`src/hdl/nlas_pkg.sv`:
```
`timescale 1ns / 1ps
package nlas_pkg;
	localparam int FRAC_BITS = 60;
	localparam int X_W = 48;
	localparam int OUT_W = 57;
	localparam int CNT_W = 25;
	localparam int SUM_W = 96;
	localparam int ADDR_W = 2;
	localparam logic [CNT_W-1:0] TERM_COUNT_RESET = 25'd10000000;
	localparam logic [ADDR_W-1:0] REG_TERM_COUNT = 2'd0;
	localparam logic [X_W-1:0] ONE_Q16 = 48'h10000;

	typedef enum logic [3:0] {
		ST_IDLE, ST_RATIO, ST_SQUARE, ST_SQUARE_END, ST_CHECK, ST_DIVIDE, ST_MULT, ST_ACC,
		ST_FINISH
	} state_t;

	typedef struct packed {
		logic load;
		logic ratio_step;
		logic square_step;
		logic save_square;
		logic div_start;
		logic div_step;
		logic mul_step;
		logic accumulate;
		logic finish;
	} dp_cmd_t;

	typedef struct packed {
		logic x_zero;
		logic steps_done;
		logic term_small;
		logic terms_done;
	} dp_stat_t;
endpackage

```
`src/hdl/nlas_datapath.sv`:
```
`timescale 1ns / 1ps
module nlas_datapath
	import nlas_pkg::*;
(
	input  logic                    clk,
	input  logic                    arst_n,
	input  dp_cmd_t                 cmd,
	input  logic [X_W-1:0]          x_value,
	input  logic [CNT_W-1:0]        term_count,
	output dp_stat_t                stat,
	output logic signed [OUT_W-1:0] ln_value
);
	// All multi-step work uses one 7-bit step counter: 60 for the ratio divide,
	// 64 for a shift-add product, 64 for a term divide.
	logic [6:0]  step_q;
	logic        neg_q;
	logic [63:0] den_q, rem_q, quo_q;
	logic [63:0] ysq_q, pow_q;
	logic [127:0] prod_q;
	logic [63:0] mcand_q, mplier_q;
	logic [CNT_W-1:0] k_q;
	logic [63:0] n_val;
	logic signed [SUM_W-1:0] sum_q;
	logic [64:0] rsh;
	logic [64:0] trial;
	logic [SUM_W-1:0] mag;
	logic [SUM_W-1:0] scaled;

	assign n_val = {38'd0, k_q, 1'b1};
	assign rsh = {rem_q, quo_q[63]};
	assign trial = rsh - {1'b0, (cmd.div_step ? n_val : den_q)};

	always_ff @(posedge clk or negedge arst_n) begin
		if (!arst_n) begin
			step_q <= '0;
			k_q <= '0;
		end else begin
			if (cmd.load || cmd.div_start || (cmd.square_step && step_q == 7'd60)
				|| (cmd.div_step && step_q == 7'd63)) begin
				step_q <= '0;
			end else if (cmd.ratio_step || cmd.square_step || cmd.div_step || cmd.mul_step) begin
				step_q <= step_q + 7'd1;
			end
			if (cmd.load) begin
				k_q <= '0;
			end else if (cmd.accumulate) begin
				k_q <= k_q + CNT_W'(1);
			end
		end
	end

	always_ff @(posedge clk) begin
		if (cmd.load) begin
			neg_q <= x_value < ONE_Q16;
			rem_q <= (x_value < ONE_Q16) ? {16'd0, ONE_Q16 - x_value} : {16'd0, x_value - ONE_Q16};
			den_q <= {16'd0, x_value} + {16'd0, ONE_Q16};
			quo_q <= '0;
			sum_q <= '0;
		end
		if (cmd.ratio_step) begin
			// Restoring divide, quotient shifts in at the bottom.
			if ({rem_q, 1'b0} >= {1'b0, den_q}) begin
				rem_q <= {rem_q[62:0], 1'b0} - den_q;
				quo_q <= {quo_q[62:0], 1'b1};
			end else begin
				rem_q <= {rem_q[62:0], 1'b0};
				quo_q <= {quo_q[62:0], 1'b0};
			end
			if (step_q == 7'd59) begin
				mcand_q <= '0;
			end
		end
		if (cmd.square_step) begin
			if (step_q == 7'd60) begin
				pow_q <= quo_q;
				mcand_q <= quo_q;
				mplier_q <= quo_q;
				prod_q <= '0;
			end
		end
		if (cmd.mul_step) begin
			// Shift-add multiply, multiplier consumed from the top bit.
			prod_q <= {prod_q[126:0], 1'b0} + (mplier_q[63] ? {64'd0, mcand_q} : 128'd0);
			mplier_q <= {mplier_q[62:0], 1'b0};
		end
		if (cmd.save_square) begin
			ysq_q <= prod_q[FRAC_BITS +: 64];
		end
		if (cmd.div_start) begin
			rem_q <= '0;
			quo_q <= pow_q;
		end
		if (cmd.div_step) begin
			if (!trial[64]) begin
				rem_q <= trial[63:0];
				quo_q <= {quo_q[62:0], 1'b1};
			end else begin
				rem_q <= rsh[63:0];
				quo_q <= {quo_q[62:0], 1'b0};
			end
			if (step_q == 7'd63) begin
				mcand_q <= pow_q;
				mplier_q <= ysq_q;
				prod_q <= '0;
			end
		end
		if (cmd.accumulate) begin
			sum_q <= neg_q ? sum_q - $signed({32'd0, quo_q}) : sum_q + $signed({32'd0, quo_q});
			pow_q <= prod_q[FRAC_BITS +: 64];
		end
	end

	// Squaring reuses the multiply path: y*y starts once ST_SQUARE has loaded y as both operands.
	assign stat.steps_done = (cmd.ratio_step && step_q == 7'd59)
		|| (cmd.div_step && step_q == 7'd63) || (cmd.mul_step && step_q == 7'd63);
	assign stat.x_zero = (x_value == '0);
	assign stat.term_small = pow_q < n_val;
	assign stat.terms_done = {1'b0, k_q} >= {1'b0, term_count};

	always_comb begin
		mag = sum_q[SUM_W-1] ? SUM_W'(-sum_q) : SUM_W'(sum_q);
		scaled = mag >> (FRAC_BITS - 49);
		if (cmd.finish && stat.x_zero) begin
			ln_value = {1'b1, {(OUT_W-1){1'b0}}};
		end else if (sum_q[SUM_W-1]) begin
			ln_value = (scaled > {{(SUM_W-OUT_W){1'b0}}, 1'b1, {(OUT_W-1){1'b0}}})
				? {1'b1, {(OUT_W-1){1'b0}}} : OUT_W'(-scaled);
		end else begin
			ln_value = (scaled > {{(SUM_W-OUT_W+1){1'b0}}, {(OUT_W-1){1'b1}}})
				? {1'b0, {(OUT_W-1){1'b1}}} : OUT_W'(scaled);
		end
	end
endmodule

```
`src/hdl/nlas_ctrl.sv`:
```
`timescale 1ns / 1ps
module nlas_ctrl
	import nlas_pkg::*;
(
	input  logic     clk,
	input  logic     arst_n,
	input  logic     in_fire,
	input  logic     x_zero,
	input  dp_stat_t stat,
	input  logic     out_free,
	output dp_cmd_t  cmd,
	output logic     busy,
	output logic     capture,
	output logic     zero_result
);
	state_t state_q, state_d;
	logic sq_q, zero_q;

	always_ff @(posedge clk or negedge arst_n) begin
		if (!arst_n) begin
			state_q <= ST_IDLE;
			sq_q <= 1'b0;
			zero_q <= 1'b0;
		end else begin
			state_q <= state_d;
			if (in_fire) begin
				zero_q <= x_zero;
				sq_q <= 1'b1;
			end else if (state_q == ST_MULT && stat.steps_done) begin
				sq_q <= 1'b0;
			end
		end
	end

	always_comb begin
		state_d = state_q;
		cmd = '0;
		capture = 1'b0;
		case (state_q)
			ST_IDLE: begin
				if (in_fire) begin
					cmd.load = 1'b1;
					state_d = x_zero ? ST_FINISH : ST_RATIO;
				end
			end
			ST_RATIO: begin
				cmd.ratio_step = 1'b1;
				if (stat.steps_done) state_d = ST_SQUARE;
			end
			ST_SQUARE: begin
				cmd.square_step = 1'b1;
				state_d = ST_MULT;
			end
			ST_SQUARE_END: begin
				cmd.save_square = 1'b1;
				state_d = ST_CHECK;
			end
			ST_CHECK: begin
				if (stat.terms_done || stat.term_small) begin
					state_d = ST_FINISH;
				end else begin
					cmd.div_start = 1'b1;
					state_d = ST_DIVIDE;
				end
			end
			ST_DIVIDE: begin
				cmd.div_step = 1'b1;
				if (stat.steps_done) state_d = ST_MULT;
			end
			ST_MULT: begin
				cmd.mul_step = 1'b1;
				if (stat.steps_done) state_d = sq_q ? ST_SQUARE_END : ST_ACC;
			end
			ST_ACC: begin
				cmd.accumulate = 1'b1;
				state_d = ST_CHECK;
			end
			ST_FINISH: begin
				cmd.finish = 1'b1;
				if (out_free) begin
					capture = 1'b1;
					state_d = ST_IDLE;
				end
			end
			default: state_d = ST_IDLE;
		endcase
	end

	assign busy = (state_q != ST_IDLE);
	assign zero_result = zero_q;
endmodule

```
`src/hdl/natural_log_atanh_series_top.sv`:
```
`timescale 1ns / 1ps
// Natural logarithm by the atanh series. Each beat on the s_t* side carries an argument x in
// unsigned Q32.16, and one beat on the m_t* side later carries ln(x) in signed Q8.48, zero
// filled to 64 bits and saturated; a zero argument gives the most negative value. The APB
// register at address 0 holds term_count, the number of series terms (reset 10000000); the
// user must write it only while no beat is in flight, as the block itself does not enforce
// this. The block works on one argument at a time. The number of terms actually summed is
// the lesser of term_count and the index at which the terms become zero. The work runs as the
// ratio divide, squaring the ratio, then each term (a divide, a multiply and the bookkeeping
// states ST_CHECK and ST_ACC) and the finish; a zero argument skips straight to the finish.
// The result waits in an output register, so the block takes the next argument in the cycle
// after a result is captured and stalls before its own capture only while that register is
// still full.
module natural_log_atanh_series_top
	import nlas_pkg::*;
(
	input  logic                    clk,
	input  logic                    arst_n,
	input  logic                    psel,
	input  logic                    penable,
	input  logic                    pwrite,
	input  logic [ADDR_W-1:0]       paddr,
	input  logic [31:0]             pwdata,
	output logic [31:0]             prdata,
	output logic                    pready,
	input  logic                    s_tvalid,
	output logic                    s_tready,
	input  logic [X_W-1:0]          s_tdata, // x_value
	output logic                    m_tvalid,
	input  logic                    m_tready,
	output logic [63:0]             m_tdata  // ln_value, zero filled
);
	logic [CNT_W-1:0] term_count_q;
	logic [X_W-1:0] x_q;
	dp_cmd_t cmd;
	dp_stat_t stat;
	logic busy, capture, zero_result;
	logic signed [OUT_W-1:0] ln_w;
	logic [OUT_W-1:0] res_q;
	logic valid_q;
	logic in_fire;

	// The register file has a single entry and never waits.
	assign pready = 1'b1;
	assign prdata = (paddr == REG_TERM_COUNT) ? {7'd0, term_count_q} : 32'd0;

	// A new argument is taken only while the controller is idle.
	assign in_fire = s_tvalid && s_tready;
	assign s_tready = !busy;

	always_ff @(posedge clk or negedge arst_n) begin
		if (!arst_n) begin
			term_count_q <= TERM_COUNT_RESET;
			valid_q <= 1'b0;
		end else begin
			if (psel && penable && pwrite && paddr == REG_TERM_COUNT)
				term_count_q <= pwdata[CNT_W-1:0];
			if (capture) valid_q <= 1'b1;
			else if (m_tready) valid_q <= 1'b0;
		end
	end

	// The argument is held for the whole series, and the result is held until taken.
	always_ff @(posedge clk) begin
		if (in_fire) x_q <= s_tdata;
		if (capture) res_q <= zero_result ? {1'b1, {(OUT_W-1){1'b0}}} : ln_w;
	end

	nlas_datapath u_dp (.clk, .arst_n, .cmd, .x_value(in_fire ? s_tdata : x_q),
		.term_count(term_count_q), .stat, .ln_value(ln_w));
	nlas_ctrl u_ctrl (.clk, .arst_n, .in_fire, .x_zero(s_tdata == '0), .stat,
		.out_free(!valid_q || m_tready), .cmd, .busy, .capture, .zero_result);

	assign m_tvalid = valid_q;
	assign m_tdata = {{(64-OUT_W){1'b0}}, res_q};

`ifndef SYNTHESIS
	// A waiting result beat stays up and unchanged until it is taken.
	assert property (@(posedge clk) disable iff (!arst_n)
		m_tvalid && !m_tready |=> m_tvalid && $stable(m_tdata));
	// A new result is captured only when the output register is free.
	assert property (@(posedge clk) disable iff (!arst_n)
		capture |-> (!valid_q || m_tready));
	// The padding above the result is always zero.
	assert property (@(posedge clk) m_tdata[63:OUT_W] == '0);
`endif
endmodule
```
`config.mk`:
```
export PLATFORM = sky130hd
export DESIGN_NAME = natural_log_atanh_series_top
export DESIGN_NICKNAME = d
export VERILOG_FILES = /design/src/hdl/nlas_pkg.sv /design/src/hdl/nlas_datapath.sv /design/src/hdl/nlas_ctrl.sv /design/src/hdl/natural_log_atanh_series_top.sv
export SDC_FILE = /design/constraint.sdc
export NUM_CORES = 2
export LEC_CHECK = 0
export BUFFER_PORTS_ARGS = -buffer_cell sky130_fd_sc_hd__buf_2
export CAP_MARGIN = 5
export CORE_MARGIN = 2
export CORE_UTILIZATION = 55
export CTS_CLUSTER_SIZE = 10
export DETAILED_ROUTE_END_ITERATION = 8
export PLACE_DENSITY = 0.72
export SYNTH_ARGS = -nofsm -noshare
export SYNTH_HDL_FRONTEND = slang
export SYNTH_HIERARCHICAL = 1
export SYNTH_SLANG_ARGS = --single-unit
```
`constraint.sdc`:
```
create_clock -name clk -period 11.8 [get_ports clk]
set_input_delay 2.36 -clock clk [delete_from_list [all_inputs] [get_ports clk]]
set_output_delay 2.36 -clock clk [all_outputs]
set_load 0.01 [all_outputs]
```
==> results <==
- The run finished with clean final reports.
- The layout net count is 7281.
- The die outline area is 110200 um2.
- The tool flagged a number of max-cap violations equal to 0.
- The kind of end point of the critical path is a flip-flop.
- The peak ir drop on the vdd network is 0.0001199 V.
- The distinct cell type count of the synthesized netlist is 107.
- The worst reg-to-reg path cell count is 23.
- The floorplan has 120 rows.
- The area growth from synthesis to layout is 7.650%.
- The via count of the first global-routing pass is 49691.
- Dividing the synthesized area by the synthesized cell count gives 8.502 um2.
- The global routing met1 resource utilization is 44.13%.
- The total global routing track utilization is 32.24%.
- The number of antenna violations at the first check in global routing is 4.
- For this design the total switching power over the nets is 1.376 mW.
- Setup total negative slack on the finished layout was measured at 0 ns.
- The worst setup path category is reg2reg.
- Data on the critical path is required at its endpoint by 12.20 ns.
- In this run the cell area of the synthesized design comes to 59150 um2.
- The final design utilization is 59.57%.
- Between clock sinks in the finished design, the worst skew comes to 0.03077 ns.
- The floorplan core area is 106900 um2.
- The proportion of power drawn by the clock network is 47.6%.
- The post-DP HPWL is 131600 um.
- Buffers placed on the I/O ports in this run total 165.
- The sequential power share is 49.4%.
- The total internal power is 4.815 mW.
- The number of sinks driven by the clock tree is 823.
- Dividing total power by cell area gives a power density of 97.23 nW/um2.
- The number of placed instances, taps included is 8171.
- The total detailed-routing wirelength is 183500 um.
- Net switching is 22.22% of the power.
- The overall power after layout is 6.191 mW.
- At the end of routability-driven placement, the weighted congestion stood at 0.9681.
- In the synthesized netlist, the number of instances is 6958.
- The data arrival time of the critical path is 8.92 ns.
- The start point of the worst min-delay path is u_dp/ysq_q[46].
- The minimum period implied by the final worst setup slack is 8.518 ns.
- In this run the static leakage power is 26.20 nW.
- In this run the tightest slew margin relative to its limit is 22.17%.
- The number of H-tree levels is 3.
- The endpoint with the worst hold slack is u_dp/mplier_q[46].
- The floorplan die height is 332.0 um.
- The fraction of layout cells with a size suffix above 1 is 7.707%.
- TritonCTS built the clock tree.
- The pre-antenna-repair detailed-routing pass consisted of 6 iterations.
- The total via count after detailed routing is 53306.
- The total global routing overflow is 0.
- After the first detailed-routing iteration, the DRC count stood at 6100.
- In this run, the combinational gates consume 3.0% of the power.
- The global routing usage on met2 is 50.71%.
- The met3 track utilization from global routing is 5.301%.
- The horizontal die dimension is 332.0 um.
- The number of gates resized after cts is 0.
- During synthesis, Yosys emitted a total of 6 warnings.
- For this configuration, the core starts out at a cell density of 55.33%.
- The main flop type after synthesis is sky130_fd_sc_hd__edfxtp_1.
- The count of nets left with antenna violations once routing finished came out at 0.
- The maximum number of pins on one net before global-route repair is 99.
- The final cell count without fillers is 8361.
- Setup repair after global routing left no endpoint under its margin.
- The capture point of the worst reg-to-reg path is u_dp/sum_q[82].
- The clock-pin slew on the worst setup and hold paths is 0.06 ns.
- The number of stages on the worst hold path is 2.
- The final critical-path share of the clock period is 72.19%.
- The setup slack of the worst register-to-register path is 3.28 ns.
- Setup violations remaining at the end of the flow were counted as 0.
- The worst flop-to-flop path startpoint is u_dp/quo_q[10].
- For the pin with the worst max-slew slack, the measured transition is 1.162 ns.
- For this run, design rule violations remaining after detail routing come to 0.
- Using the TritonRoute via totals, the vias-per-cell ratio works out to 6.376.
- The number of enable-type register cells in the synthesized netlist is 459.
- The number of buffers created by CTS is 100.
- The clock insertion delay at the later pin of the skew report is 0.71 ns.
- Counting along the longest clock path gives a buffer depth of 3.
- The worst hold path belongs to the class reg2reg.
- The largest fanout on the critical path is 20.
- The most crowded layer after global routing is met2.
- The count of pins on the block boundary is 188.
- The critical path launch point type is a flip-flop.
- After clock tree synthesis, the setup repair step added 0 buffers.
- Hold repair after CTS inserted 0 buffers.
- The flop and latch count out of synthesis is 823.
- Sequential cells were found to cover 36.18% of the synthesized design area.
- The count of final hold-check violations is 0.
- For this run, asynchronously set or reset flops after synthesis account for 7.776%.
- The wire length of the first global-routing pass is 284700 um.
- The average wire length per cell after detail routing is 21.95 um.
- Clock tree synthesis selected as its root buffer the cell sky130_fd_sc_hd__clkbuf_16.
- The number of max-slew violations in the final report is 0.
- The fmax is 117.4 MHz.
## registers in the layout (all words and copies together) (netlist names)
| signal | flops |
|---|---|
| u_dp/prod_q | 124 |
| u_dp/sum_q | 96 |
| u_dp/mcand_q | 64 |
| u_dp/mplier_q | 64 |
| u_dp/pow_q | 64 |
| u_dp/quo_q | 64 |
| u_dp/rem_q | 64 |
| u_dp/ysq_q | 64 |
| res_q | 57 |
| u_dp/den_q | 49 |
| x_q | 48 |
| term_count_q | 25 |
| u_dp/k_q | 25 |
| u_dp/step_q | 7 |
| u_ctrl/state_q | 4 |
| m_tvalid | 1 |
| u_ctrl/sq_q | 1 |
| u_ctrl/zero_result | 1 |
| u_dp/neg_q | 1 |
## how the worst max path moves through the flow
stage / startpoint / endpoint / depth (start not counted)
2_1_floorplan: s_tvalid / u_dp/quo_q[0] / 6
3_3_place_gp: s_tvalid / res_q[21] / 13
3_5_place_dp: s_tvalid / res_q[47] / 13
4_1_cts: u_dp/quo_q[10] / u_dp/sum_q[82] / 23
5_1_grt: u_dp/quo_q[10] / u_dp/sum_q[82] / 23
6_report: u_dp/quo_q[10] / u_dp/sum_q[82] / 23
## critical path: stages, from the launching register on
cell and delay (ns):
sky130_fd_sc_hd__edfxtp_1 0.63, sky130_fd_sc_hd__nor3_1 0.41, sky130_fd_sc_hd__nand2_1 0.15, sky130_fd_sc_hd__nor4_1 0.57, sky130_fd_sc_hd__nand2_1 0.22, sky130_fd_sc_hd__nor3_1 0.38, sky130_fd_sc_hd__nand3b_1 0.21, sky130_fd_sc_hd__nor3_1 0.54
sky130_fd_sc_hd__nand2_1 0.72, sky130_fd_sc_hd__o41ai_1 0.55, sky130_fd_sc_hd__xor2_1 0.15, sky130_fd_sc_hd__ha_1 0.39, sky130_fd_sc_hd__nand2_1 0.07, sky130_fd_sc_hd__nor4_1 0.42, sky130_fd_sc_hd__o2111ai_1 0.30, sky130_fd_sc_hd__a21oi_1 0.29
sky130_fd_sc_hd__o211ai_1 0.20, sky130_fd_sc_hd__a211oi_1 0.42, sky130_fd_sc_hd__nor3_1 0.14, sky130_fd_sc_hd__o21ai_0 0.74, sky130_fd_sc_hd__a21boi_0 0.28, sky130_fd_sc_hd__o21ai_0 0.25, sky130_fd_sc_hd__xnor2_1 0.14, sky130_fd_sc_hd__nor2_1 0.05
## synth_stat cells (105+ instances only)
| library cell | instances | area (um2) |
|---|---|---|
| sky130_fd_sc_hd__nand2_1 | 747 | 2804 |
| sky130_fd_sc_hd__clkbuf_1 | 368 | 1381 |
| sky130_fd_sc_hd__a21o_1 | 147 | 1104 |
| sky130_fd_sc_hd__and2_1 | 121 | 757.0 |
| sky130_fd_sc_hd__a21oi_1 | 635 | 3178 |
| sky130_fd_sc_hd__nor2b_1 | 105 | 656.9 |
| sky130_fd_sc_hd__xnor2_1 | 348 | 3048 |
| sky130_fd_sc_hd__nand3_1 | 156 | 780.8 |
| sky130_fd_sc_hd__nor2_1 | 587 | 2203 |
| sky130_fd_sc_hd__ha_1 | 318 | 3979 |
| sky130_fd_sc_hd__nand4_1 | 119 | 744.5 |
| sky130_fd_sc_hd__o21ai_0 | 482 | 2412 |
| sky130_fd_sc_hd__dfxtp_1 | 300 | 6006 |
| sky130_fd_sc_hd__nor3_1 | 161 | 805.8 |
| sky130_fd_sc_hd__edfxtp_1 | 459 | 13780 |
| sky130_fd_sc_hd__inv_1 | 225 | 844.6 |
| sky130_fd_sc_hd__xor2_1 | 217 | 1901 |
## layer usage
metal	vias up	wire length (um)	share of wire (%)
met5	-	19	0.010
met4	4	8026	4.4
met3	411	15320	8.4
met2	2388	81900	45
met1	25418	78240	43
li1	25085	-	-
## stage by stage
stage	instance area [um2]	setup slack, ns	hold slack [ns]
floorplan	59200	3.935	0.4064
global placement	60600	3.583	0.4216
detailed placement	60600	3.540	0.4303
CTS	63670	3.613	0.4167
global route	63670	2.745	0.4537
finish	63680	3.282	0.4298
## cells by family (layout without fill, tap and decap cells)
group / after synthesis / after routing / synth area share, %
buffers and inverters: 657 / 641 / 4.482
DFF: 823 / 823 / 36.18
and+or+nand+nor: 2422 / 2422 / 19.66
adders and majority gates: 322 / 322 / 6.862
muxes: 178 / 178 / 3.416
xor gates and xnor gates: 565 / 565 / 8.365
other: 2 / 18 / 0.01270
AOI/OAI and AO/OA: 1989 / 1989 / 21.02
## area by class of cell
type / instances / area (um2)
multi-input combinational: 5491 / 35300
sequential: 823 / 21400
clock inverter: 18 / 160.2
inverter: 227 / 852.1
clock buffer: 169 / 2913
fill: 9494 / 43220
antenna: 3 / 7.507
timing repair buffer: 227 / 1291
tap: 1403 / 1755
## power groups by stage
stage	clock [mW]	sequential (mW)	combinational (mW)
final	2.95	3.06	0.184
after global routing	3.10	3.06	0.206
after CTS	2.99	3.06	0.184
after detailed placement	0	3.12	0.183
after global placement	0	3.12	0.176
after floorplan	0	3.11	0.132
## cell usage in the layout (no fill, tap or decap), types with 216 or more instances in the layout
cell type,n
sky130_fd_sc_hd__nand2_1,746
sky130_fd_sc_hd__a21oi_1,635
sky130_fd_sc_hd__nor2_1,582
sky130_fd_sc_hd__o21ai_0,482
sky130_fd_sc_hd__edfxtp_1,459
sky130_fd_sc_hd__xnor2_1,347
sky130_fd_sc_hd__ha_1,318
sky130_fd_sc_hd__dfxtp_1,300
sky130_fd_sc_hd__inv_1,224
sky130_fd_sc_hd__xor2_1,216
(Power assumes the default switching activity.)
